--- config.mk ---
export PLATFORM = sky130hd
export DESIGN_NAME = process_queue_manager_unit
export DESIGN_NICKNAME = d
export VERILOG_FILES = /design/src/hw/rtl/pqm_pkg.sv /design/src/hw/rtl/process_queue_manager_unit.sv
export VERILOG_INCLUDE_DIRS = /design/src /design/src/hw/rtl
export SDC_FILE = /design/constraint.sdc
export NUM_CORES = 1
export LEC_CHECK = 0
export ABC_AREA = 1
export ABC_CLOCK_PERIOD_IN_PS = 4700
export BUFFER_PORTS_ARGS = -buffer_cell sky130_fd_sc_hd__clkbuf_2
export CORE_ASPECT_RATIO = 1.75
export CORE_UTILIZATION = 45
export DETAILED_ROUTE_END_ITERATION = 10
export SLEW_MARGIN = 0
export SYNTH_ARGS = -nofsm -noshare
export SYNTH_HDL_FRONTEND = slang
export SYNTH_SLANG_ARGS = --single-unit
--- constraint.sdc ---
create_clock -name aclk -period 4.7 [get_ports aclk]
set_clock_uncertainty 0.2 [all_clocks]
set_input_delay 0.47 -clock aclk [delete_from_list [all_inputs] [get_ports aclk]]
set_output_delay 0.47 -clock aclk [all_outputs]
set_load 0.02 [all_outputs]
--- src/hw/rtl/process_queue_manager_unit_assert.svh ---
// Assertion macros for the process queue manager
`ifndef PROCESS_QUEUE_MANAGER_UNIT_ASSERT_SVH
`define PROCESS_QUEUE_MANAGER_UNIT_ASSERT_SVH

// Clocked assertion, disabled while reset is held
`define PQM_ASSERT(lbl, clk, rstn, prop, msg) \
    lbl: assert property (@(posedge clk) disable iff (!rstn) prop) else $error(msg);

`endif

--- src/hw/rtl/pqm_pkg.sv ---
// ----------------------------------------------------------------------------
// pqm_pkg
// Codes and defaults shared by the process queue manager.
// ----------------------------------------------------------------------------
package pqm_pkg;

    localparam int MAX_PROCS_DEF = 16;

    localparam logic [2:0] OP_CREATE  = 3'd0;
    localparam logic [2:0] OP_DELETE  = 3'd1;
    localparam logic [2:0] OP_BLOCK   = 3'd2;
    localparam logic [2:0] OP_UNBLOCK = 3'd3;
    localparam logic [2:0] OP_SUSPEND = 3'd4;
    localparam logic [2:0] OP_RESUME  = 3'd5;
    localparam logic [2:0] OP_SETPRIO = 3'd6;
    localparam logic [2:0] OP_QUERY   = 3'd7;

    localparam logic [1:0] ST_OK        = 2'd0;
    localparam logic [1:0] ST_NOT_FOUND = 2'd1;
    localparam logic [1:0] ST_DUPLICATE = 2'd2;
    localparam logic [1:0] ST_FULL      = 2'd3;

    localparam logic [1:0] MODE_READY        = 2'd0;
    localparam logic [1:0] MODE_BLOCKED      = 2'd1;
    localparam logic [1:0] MODE_SUSP_READY   = 2'd2;
    localparam logic [1:0] MODE_SUSP_BLOCKED = 2'd3;

endpackage

--- src/hw/rtl/process_queue_manager_unit.sv ---
// ----------------------------------------------------------------------------
// process_queue_manager_unit
// Process table with a priority-ordered ready queue and a FIFO wait queue.
// ----------------------------------------------------------------------------
// Usage:
//   s_ channel carries one command word (opcode, proc_id, proc_class,
//   new_priority); m_ channel returns one result word per command (status,
//   entry fields, ready queue head and both queue lengths).
//   One command at a time: s_ready is high only while the unit is idle.
//   A command runs in steps: a full scan of the table finds the id and a
//   free slot, then a decide step; where the entry moves, it is pulled
//   out of its queue and then walked into the ready queue from the tail or
//   appended to the wait queue. The scan, pull and walk go one entry per
//   cycle. A new command is taken only after the result word is accepted.
//   The result is held in the unit's registers until m_ready; a stalled
//   receiver holds the unit in its result state and no new command is taken.
//   Reset clears all valid bits and both queue lengths; the table is then
//   empty and the first command may follow at once.
// ----------------------------------------------------------------------------
`include "process_queue_manager_unit_assert.svh"

module process_queue_manager_unit
    import pqm_pkg::*;
#(
    parameter int MAX_PROCS = MAX_PROCS_DEF
) (
    input  logic              aclk,
    input  logic              aresetn,
    input  logic              s_valid,
    output logic              s_ready,
    input  logic [2:0]        s_opcode,
    input  logic [7:0]        s_proc_id,
    input  logic              s_proc_class,
    input  logic signed [7:0] s_new_priority,
    output logic              m_valid,
    input  logic              m_ready,
    output logic [1:0]        m_status,
    output logic [1:0]        m_entry_state_out,
    output logic              m_entry_class_out,
    output logic signed [7:0] m_entry_priority_out,
    output logic              m_head_valid,
    output logic [7:0]        m_head_id,
    output logic [4:0]        m_ready_total,
    output logic [4:0]        m_wait_total
);

    localparam int IW = $clog2(MAX_PROCS);
    localparam int CW = $clog2(MAX_PROCS + 1);
    localparam logic [CW-1:0] LAST = CW'(MAX_PROCS - 1);

    typedef enum logic [2:0] {
        S_IDLE, S_SCAN, S_DECIDE, S_DROP, S_INSERT, S_OUT
    } state_t;

    state_t state_reg;

    logic              slot_used_reg  [MAX_PROCS];
    logic [7:0]        slot_ident_reg [MAX_PROCS];
    logic              slot_kind_reg  [MAX_PROCS];
    logic [1:0]        slot_mode_reg  [MAX_PROCS];
    logic signed [7:0] slot_prio_reg  [MAX_PROCS];
    logic [IW-1:0]     ready_order_reg[MAX_PROCS];
    logic [IW-1:0]     wait_order_reg [MAX_PROCS];
    logic [CW-1:0]     ready_len_reg, wait_len_reg;

    logic [2:0]        op_reg;
    logic [7:0]        id_reg;
    logic              cls_reg;
    logic signed [7:0] pri_reg;
    logic [CW-1:0]     idx_reg;
    logic              match_reg, free_found_reg, drop_hit_reg;
    logic [IW-1:0]     slot_reg, free_reg;
    logic [1:0]        status_reg, old_mode_reg, new_mode_reg;
    logic [1:0]        del_mode_reg;
    logic              del_kind_reg;
    logic signed [7:0] del_prio_reg;

    // walk helpers
    logic [IW-1:0] cur_i, nxt_i, prv_i;
    logic [CW-1:0] idx_inc, idx_dec, list_len;
    logic          drop_sel_ready, drop_hit, drop_last;
    logic [IW-1:0] drop_cur;
    logic [1:0]    next_mode;

    assign cur_i   = idx_reg[IW-1:0];
    assign idx_inc = idx_reg + CW'(1);
    assign idx_dec = idx_reg - CW'(1);
    assign nxt_i   = idx_inc[IW-1:0];
    assign prv_i   = idx_dec[IW-1:0];

    assign drop_sel_ready = (old_mode_reg == MODE_READY);
    assign list_len  = drop_sel_ready ? ready_len_reg : wait_len_reg;
    assign drop_cur  = drop_sel_ready ? ready_order_reg[cur_i] : wait_order_reg[cur_i];
    assign drop_hit  = drop_hit_reg || (drop_cur == slot_reg);
    assign drop_last = (idx_inc >= list_len);

    always_comb begin
        next_mode = slot_mode_reg[slot_reg];
        case (op_reg)
            OP_BLOCK: begin
                if (next_mode == MODE_READY) next_mode = MODE_BLOCKED;
                else if (next_mode == MODE_SUSP_READY) next_mode = MODE_SUSP_BLOCKED;
            end
            OP_UNBLOCK: begin
                if (next_mode == MODE_BLOCKED) next_mode = MODE_READY;
                else if (next_mode == MODE_SUSP_BLOCKED) next_mode = MODE_SUSP_READY;
            end
            OP_SUSPEND: begin
                if (next_mode == MODE_READY) next_mode = MODE_SUSP_READY;
                else if (next_mode == MODE_BLOCKED) next_mode = MODE_SUSP_BLOCKED;
            end
            OP_RESUME: begin
                if (next_mode == MODE_SUSP_READY) next_mode = MODE_READY;
                else if (next_mode == MODE_SUSP_BLOCKED) next_mode = MODE_BLOCKED;
            end
            default: ;
        endcase
    end

    always_ff @(posedge aclk) begin
        if (!aresetn) begin
            state_reg     <= S_IDLE;
            ready_len_reg <= '0;
            wait_len_reg  <= '0;
            for (int k = 0; k < MAX_PROCS; k++) slot_used_reg[k] <= 1'b0;
        end else begin
            unique case (state_reg)
                S_IDLE: begin
                    if (s_valid) begin
                        op_reg         <= s_opcode;
                        id_reg         <= s_proc_id;
                        cls_reg        <= s_proc_class;
                        pri_reg        <= s_new_priority;
                        idx_reg        <= '0;
                        match_reg      <= 1'b0;
                        free_found_reg <= 1'b0;
                        state_reg      <= S_SCAN;
                    end
                end
                S_SCAN: begin
                    if (slot_used_reg[cur_i] && slot_ident_reg[cur_i] == id_reg
                        && !match_reg) begin
                        match_reg <= 1'b1;
                        slot_reg  <= cur_i;
                    end
                    if (!slot_used_reg[cur_i] && !free_found_reg) begin
                        free_found_reg <= 1'b1;
                        free_reg       <= cur_i;
                    end
                    if (idx_reg == LAST) state_reg <= S_DECIDE;
                    else idx_reg <= idx_inc;
                end
                S_DECIDE: begin
                    old_mode_reg <= slot_mode_reg[slot_reg];
                    drop_hit_reg <= 1'b0;
                    if (op_reg == OP_CREATE) begin
                        new_mode_reg <= MODE_READY;
                        if (match_reg) begin
                            status_reg <= ST_DUPLICATE;
                            idx_reg    <= '0;
                            state_reg  <= S_OUT;
                        end else if (!free_found_reg) begin
                            status_reg <= ST_FULL;
                            idx_reg    <= '0;
                            state_reg  <= S_OUT;
                        end else begin
                            status_reg               <= ST_OK;
                            slot_used_reg[free_reg]  <= 1'b1;
                            slot_ident_reg[free_reg] <= id_reg;
                            slot_kind_reg[free_reg]  <= cls_reg;
                            slot_mode_reg[free_reg]  <= MODE_READY;
                            slot_prio_reg[free_reg]  <= pri_reg;
                            slot_reg                 <= free_reg;
                            idx_reg                  <= ready_len_reg;
                            state_reg                <= S_INSERT;
                        end
                    end else begin
                        new_mode_reg <= next_mode;
                        idx_reg      <= '0;
                        if (!match_reg) begin
                            status_reg <= ST_NOT_FOUND;
                            state_reg  <= S_OUT;
                        end else begin
                            status_reg   <= ST_OK;
                            del_mode_reg <= slot_mode_reg[slot_reg];
                            del_kind_reg <= slot_kind_reg[slot_reg];
                            del_prio_reg <= slot_prio_reg[slot_reg];
                            case (op_reg)
                                OP_QUERY: state_reg <= S_OUT;
                                OP_SETPRIO: begin
                                    if (slot_mode_reg[slot_reg] == MODE_READY) begin
                                        state_reg <= S_DROP;
                                    end else begin
                                        slot_prio_reg[slot_reg] <= pri_reg;
                                        state_reg <= S_OUT;
                                    end
                                end
                                default: state_reg <= S_DROP;
                            endcase
                        end
                    end
                end
                S_DROP: begin
                    // shift the tail of the list over the removed entry
                    if (drop_hit && !drop_last) begin
                        if (drop_sel_ready) ready_order_reg[cur_i] <= ready_order_reg[nxt_i];
                        else wait_order_reg[cur_i] <= wait_order_reg[nxt_i];
                    end
                    drop_hit_reg <= drop_hit;
                    if (drop_last) begin
                        if (drop_hit) begin
                            if (drop_sel_ready) ready_len_reg <= ready_len_reg - CW'(1);
                            else wait_len_reg <= wait_len_reg - CW'(1);
                        end
                        if (op_reg == OP_DELETE) begin
                            slot_used_reg[slot_reg] <= 1'b0;
                            state_reg <= S_OUT;
                        end else begin
                            slot_mode_reg[slot_reg] <= new_mode_reg;
                            if (op_reg == OP_SETPRIO) slot_prio_reg[slot_reg] <= pri_reg;
                            idx_reg <= (drop_hit && drop_sel_ready)
                                       ? ready_len_reg - CW'(1) : ready_len_reg;
                            state_reg <= S_INSERT;
                        end
                    end else begin
                        idx_reg <= idx_inc;
                    end
                end
                S_INSERT: begin
                    if (new_mode_reg == MODE_READY) begin
                        // walk from the tail; stop behind the last entry with prio <= p
                        if (idx_reg != '0 && slot_prio_reg[ready_order_reg[prv_i]]
                                             > slot_prio_reg[slot_reg]) begin
                            ready_order_reg[cur_i] <= ready_order_reg[prv_i];
                            idx_reg <= idx_dec;
                        end else begin
                            ready_order_reg[cur_i] <= slot_reg;
                            ready_len_reg <= ready_len_reg + CW'(1);
                            state_reg <= S_OUT;
                        end
                    end else begin
                        wait_order_reg[wait_len_reg[IW-1:0]] <= slot_reg;
                        wait_len_reg <= wait_len_reg + CW'(1);
                        state_reg <= S_OUT;
                    end
                end
                S_OUT: begin
                    if (m_ready) state_reg <= S_IDLE;
                end
                default: state_reg <= S_IDLE;
            endcase
        end
    end

    assign s_ready = (state_reg == S_IDLE);
    assign m_valid = (state_reg == S_OUT);

    always_comb begin
        m_status             = status_reg;
        m_entry_state_out    = '0;
        m_entry_class_out    = 1'b0;
        m_entry_priority_out = '0;
        if (status_reg == ST_OK) begin
            if (op_reg == OP_DELETE) begin
                m_entry_state_out    = del_mode_reg;
                m_entry_class_out    = del_kind_reg;
                m_entry_priority_out = del_prio_reg;
            end else begin
                m_entry_state_out    = slot_mode_reg[slot_reg];
                m_entry_class_out    = slot_kind_reg[slot_reg];
                m_entry_priority_out = slot_prio_reg[slot_reg];
            end
        end
    end

    assign m_head_valid  = (ready_len_reg != '0);
    assign m_head_id     = m_head_valid ? slot_ident_reg[ready_order_reg[0]] : 8'd0;
    assign m_ready_total = 5'(ready_len_reg);
    assign m_wait_total  = 5'(wait_len_reg);

    `PQM_ASSERT(a_len_bound, aclk, aresetn,
        (32'(ready_len_reg) + 32'(wait_len_reg) <= 32'(MAX_PROCS)), "queue lengths overflow")
    `PQM_ASSERT(a_one_at_a_time, aclk, aresetn,
        (s_valid && s_ready) |=> !s_ready, "command taken while busy")
    `PQM_ASSERT(a_fail_no_change, aclk, aresetn,
        (m_valid && m_status != ST_OK) |-> $stable(ready_len_reg), "failed command moved queue")

endmodule

==> metrics.txt <==
pin count of the biggest net entering global routing around 120; Tightest Hold Check Type in -> reg; fill cell count approximately 5300; gr usage total between 20% and 30%; run status finished, final reports clean; detailed-routed wire length on met2 45900 µm; Post-Syn Area per Cell ~9 µm²; DRT iter0 DRCs 1802; count of cell types in the netlist 55; cell at the root of the clock tree sky130_fd_sc_hd__clkbuf_16; # rows about 120; Post-Route WL a little under 90000 µm; Seq pwr share approximately 28%; final design utilization a little over half; post-synthesis sequential area ratio 56.3%; clock sinks between 500 and 600; sum of overflow across all layers after global routing 0; Switching Fraction around 43%; yosys warns 0; compound-gate portion of the synthesized area roughly 17%; adder-cell share of the synthesized area roughly 1.2%; xor-xnor portion of the synthesized cell area less than 1%; core region area 59500 µm²; top fanout value on the critical path 9; count of placed standard cells including taps around 3800; Area Growth Syn to Fin 15.4%; power density relative to cell area around 680 nW/µm²; hold_sp aresetn; CTS HTree Levels 2; mux contribution to synthesized area 0.184%; clock transition at the register clock pins on the worst setup and hold paths after CTS 70 ps; Post-DRT Antenna Nets 0; Post-synth EDFFs 485; clock share of power a little under a fifth; cells after synthesis approximately 2900; wire length on met3 about 5000 µm; Critical Path Slowest Stage Cell sky130_fd_sc_hd__edfxtp_1; total die area 61400 µm²; DPL Wire Length between 60000 and 70000 µm; Remaining DRCs 0; TritonCTS clock tree yes; Max-Slew Margin vs Limit 32.5%; vertical die dimension roughly 330 µm; share of the cycle needed by the critical path after routing a little over nine tenths; netlist area before placement between 20000 and 30000 µm²; CTS max path bufs 3; async set or reset register ratio after synthesis 0%; LEAKAGE roughly 0.012 µW; final setup violation count 0; register area about 15000 µm²; largest stage delay on the critical path roughly 440 ps; vias in the first global route roughly 23000; worst r2r dst ready_order_reg[0][0]; Tmin final ~4500 ps; Most used DFF post-synth sky130_fd_sc_hd__edfxtp_1; critical path capture point type register; DR top layer met4; initial core utilization 45.7%; met1 wire length 29100 µm; Internal Dissipation about 12000 µW; endpoint of the worst hold path m_wait_total[4]; die outline width 188 µm; arrival time at the worst endpoint 4720 ps; power dissipated by switching net loads between 9000 and 10000 µW; FF-to-FF setup slack approximately 160 ps; Worst setup SP type register; type of the setup path with the least slack reg -> reg; Reg-to-Reg Start idx_reg[0]; global-route wire length before repair about 130000 µm; peak clock frequency supported by timing 220 MHz; dominant combinational cell family by area after synthesis compound AO/OA/AOI/OAI gates; count of input and output buffers 57; Vias per Instance 5.82; area of combinational cells with multiple inputs around 10000 µm²; first-pass detailed-route iteration total 8; Worst IR Drop VDD between 0.4 and 0.5 mV; worst hold path cell count 3; max-capacitance violation count 0; Combinational Power Share 52.9%; number of nets in the final layout 3141; slew of the pin with the lowest slew margin 1010 ps; Min Hold Slack around 180 ps; DR vias 22800; number of hold violations in the final report 0; Critical Path RT about 5000 ps; simple-gate portion of the synthesized area between 15 and 20%; CTS buffer count 50; Inserted Diodes 0; share of cells above drive strength 1 between 10 and 15%; final-report max-slew violation count 0; number of antenna violations at the first check in global routing 0; FF-to-FF path depth 31; number of nets produced by synthesis ~3000; gpl congestion about 0.95; source-to-sink clock delay at the later pin of the worst-skew pair approximately 640 ps; number of standard cells in the final layout excluding fillers 3910; mean routed wirelength per cell 22.4 µm; register bit total from synthesis 522; count of boundary I/O pins a little under 60
[kinds of logic (layout without fill, tap and decap cells)]
kind of cell,Yosys count,in the layout
xor+xnor,18,18
compound gates,793,793
fa+ha+maj,26,26
flops,522,522
mux,5,5
buf+inv,505,689
simple gates,1076,1077
[synthesized netlist by cell type, types with 2 or more instances]
library cell	count	share of area, %
sky130_fd_sc_hd__inv_1	306	4.2
sky130_fd_sc_hd__inv_2	13	0.18
sky130_fd_sc_hd__a32oi_1	2	0.064
sky130_fd_sc_hd__nor3_2	2	0.074
sky130_fd_sc_hd__xnor2_1	3	0.097
sky130_fd_sc_hd__nand3_1	277	5.1
sky130_fd_sc_hd__buf_1	9	0.12
sky130_fd_sc_hd__o211ai_1	116	3.2
sky130_fd_sc_hd__clkinv_1	4	0.055
sky130_fd_sc_hd__edfxtp_1	485	54
sky130_fd_sc_hd__a31o_1	2	0.064
sky130_fd_sc_hd__o211ai_2	2	0.092
sky130_fd_sc_hd__o21ai_1	28	0.52
sky130_fd_sc_hd__nor2_2	7	0.16
sky130_fd_sc_hd__nand4_1	10	0.23
sky130_fd_sc_hd__ha_1	25	1.2
sky130_fd_sc_hd__nand2_2	13	0.30
sky130_fd_sc_hd__nand2_1	424	5.9
sky130_fd_sc_hd__a21oi_2	3	0.097
sky130_fd_sc_hd__dfxtp_1	37	2.7
sky130_fd_sc_hd__nor3_1	16	0.29
sky130_fd_sc_hd__xor2_1	13	0.42
sky130_fd_sc_hd__a221oi_1	3	0.097
sky130_fd_sc_hd__nor3_4	2	0.12
sky130_fd_sc_hd__nor2_1	317	4.4
sky130_fd_sc_hd__o221ai_1	47	1.5
sky130_fd_sc_hd__buf_4	18	0.50
sky130_fd_sc_hd__buf_6	13	0.54
sky130_fd_sc_hd__clkbuf_1	83	1.1
sky130_fd_sc_hd__buf_2	56	1.0
sky130_fd_sc_hd__o22ai_1	9	0.21
sky130_fd_sc_hd__mux2i_1	5	0.18
sky130_fd_sc_hd__a21oi_1	180	3.3
sky130_fd_sc_hd__nor2_4	3	0.12
sky130_fd_sc_hd__a31oi_1	4	0.092
sky130_fd_sc_hd__inv_4	2	0.046
sky130_fd_sc_hd__o21ai_0	374	6.9
sky130_fd_sc_hd__o21ai_2	6	0.19
sky130_fd_sc_hd__o21a_1	6	0.17
sky130_fd_sc_hd__o21bai_1	5	0.14
[metal layers]
metal | up-vias | track usage (%)
met5 | - | 0
met4 | 0 | 22.1
met3 | 333 | 3.57
met2 | 1046 | 52.0
met1 | 10800 | 28.0
li1 | 10600 | -
[cell usage in the layout (no fill, tap or decap), types with 34 or more instances in the layout]
master,Yosys,final
sky130_fd_sc_hd__nor2_1,317,314
sky130_fd_sc_hd__inv_1,306,303
sky130_fd_sc_hd__o221ai_1,47,43
sky130_fd_sc_hd__edfxtp_1,485,485
sky130_fd_sc_hd__dfxtp_1,37,34
sky130_fd_sc_hd__a21oi_1,180,175
sky130_fd_sc_hd__o21ai_0,374,355
sky130_fd_sc_hd__clkbuf_2,0,57
sky130_fd_sc_hd__clkbuf_16,0,53
sky130_fd_sc_hd__o21ai_1,28,43
sky130_fd_sc_hd__nand2_1,424,422
sky130_fd_sc_hd__o211ai_1,116,116
sky130_fd_sc_hd__nand3_1,277,270
sky130_fd_sc_hd__buf_4,18,166
[per-stage QoR]
step | area (µm²) | power (µW) | worst slack [ps] | setup TNS [ps]
6_report | 31300 | 21400 | 156 | 0
5_1_grt | 31300 | 22500 | -71.2 | -2780
4_1_cts | 30900 | 20100 | 21.8 | 0
3_5_place_dp | 29000 | 16000 | -81.2 | -4710
3_3_place_gp | 29000 | 15800 | -5.21 | -72.5
2_1_floorplan | 27200 | 12300 | -234 | -9020
[cell type report]
| type | count | area share, % |
|---|---|---|
| clock buffer | 64 | 4.19 |
| clock inverter | 27 | 0.970 |
| inverter | 325 | 3.92 |
| multi-input combinational | 1919 | 31.8 |
| sequential | 522 | 48.8 |
| tap | 780 | 3.11 |
| timing repair buffer | 273 | 7.20 |
[repair_timing]
item,in CTS,in global routing
gates resized for setup,4,76
hold endpoints to repair,20,0
hold buffers,20,0
gates cloned,0,6
pin swaps,1,15
endpoints found under the setup margin,69,241
setup buffers,1,13
[how the worst max path moves through the flow]
stage,to,startpoint,depth (start not counted),slack [ps]
6_report,ready_order_reg[0][0],idx_reg[0],31,160
5_1_grt,ready_order_reg[0][0],idx_reg[0],31,-70
4_1_cts,ready_order_reg[0][0],idx_reg[1],29,20
3_5_place_dp,ready_order_reg[4][3],idx_reg[1],29,-80
3_3_place_gp,ready_order_reg[0][3],idx_reg[0],25,-5
2_1_floorplan,ready_order_reg[0][2],idx_reg[0],26,-230
[power groups by stage]
stage          clock, µW  combinational [µW]  sequential [µW]
3_5_place_dp           0                9940             6080
3_3_place_gp           0                9740             6070
4_1_cts             4130               10000             5980
6_report            4070               11300             5990
5_1_grt             4280               12300             6010
2_1_floorplan          0                6350             5950
[critical path, delay by kind of cell (launching register included)]
| kind | cells | cell delay (ps) |
|---|---|---|
| xor gates and xnor gates | 1 | 80 |
| AOI/OAI and AO/OA | 9 | 940 |
| DFF | 1 | 440 |
| and+or+nand+nor | 10 | 1040 |
| adders and majority gates | 2 | 440 |
| buffers and inverters | 9 | 1120 |
No activity file was read; power rests on OpenSTA's default activity.
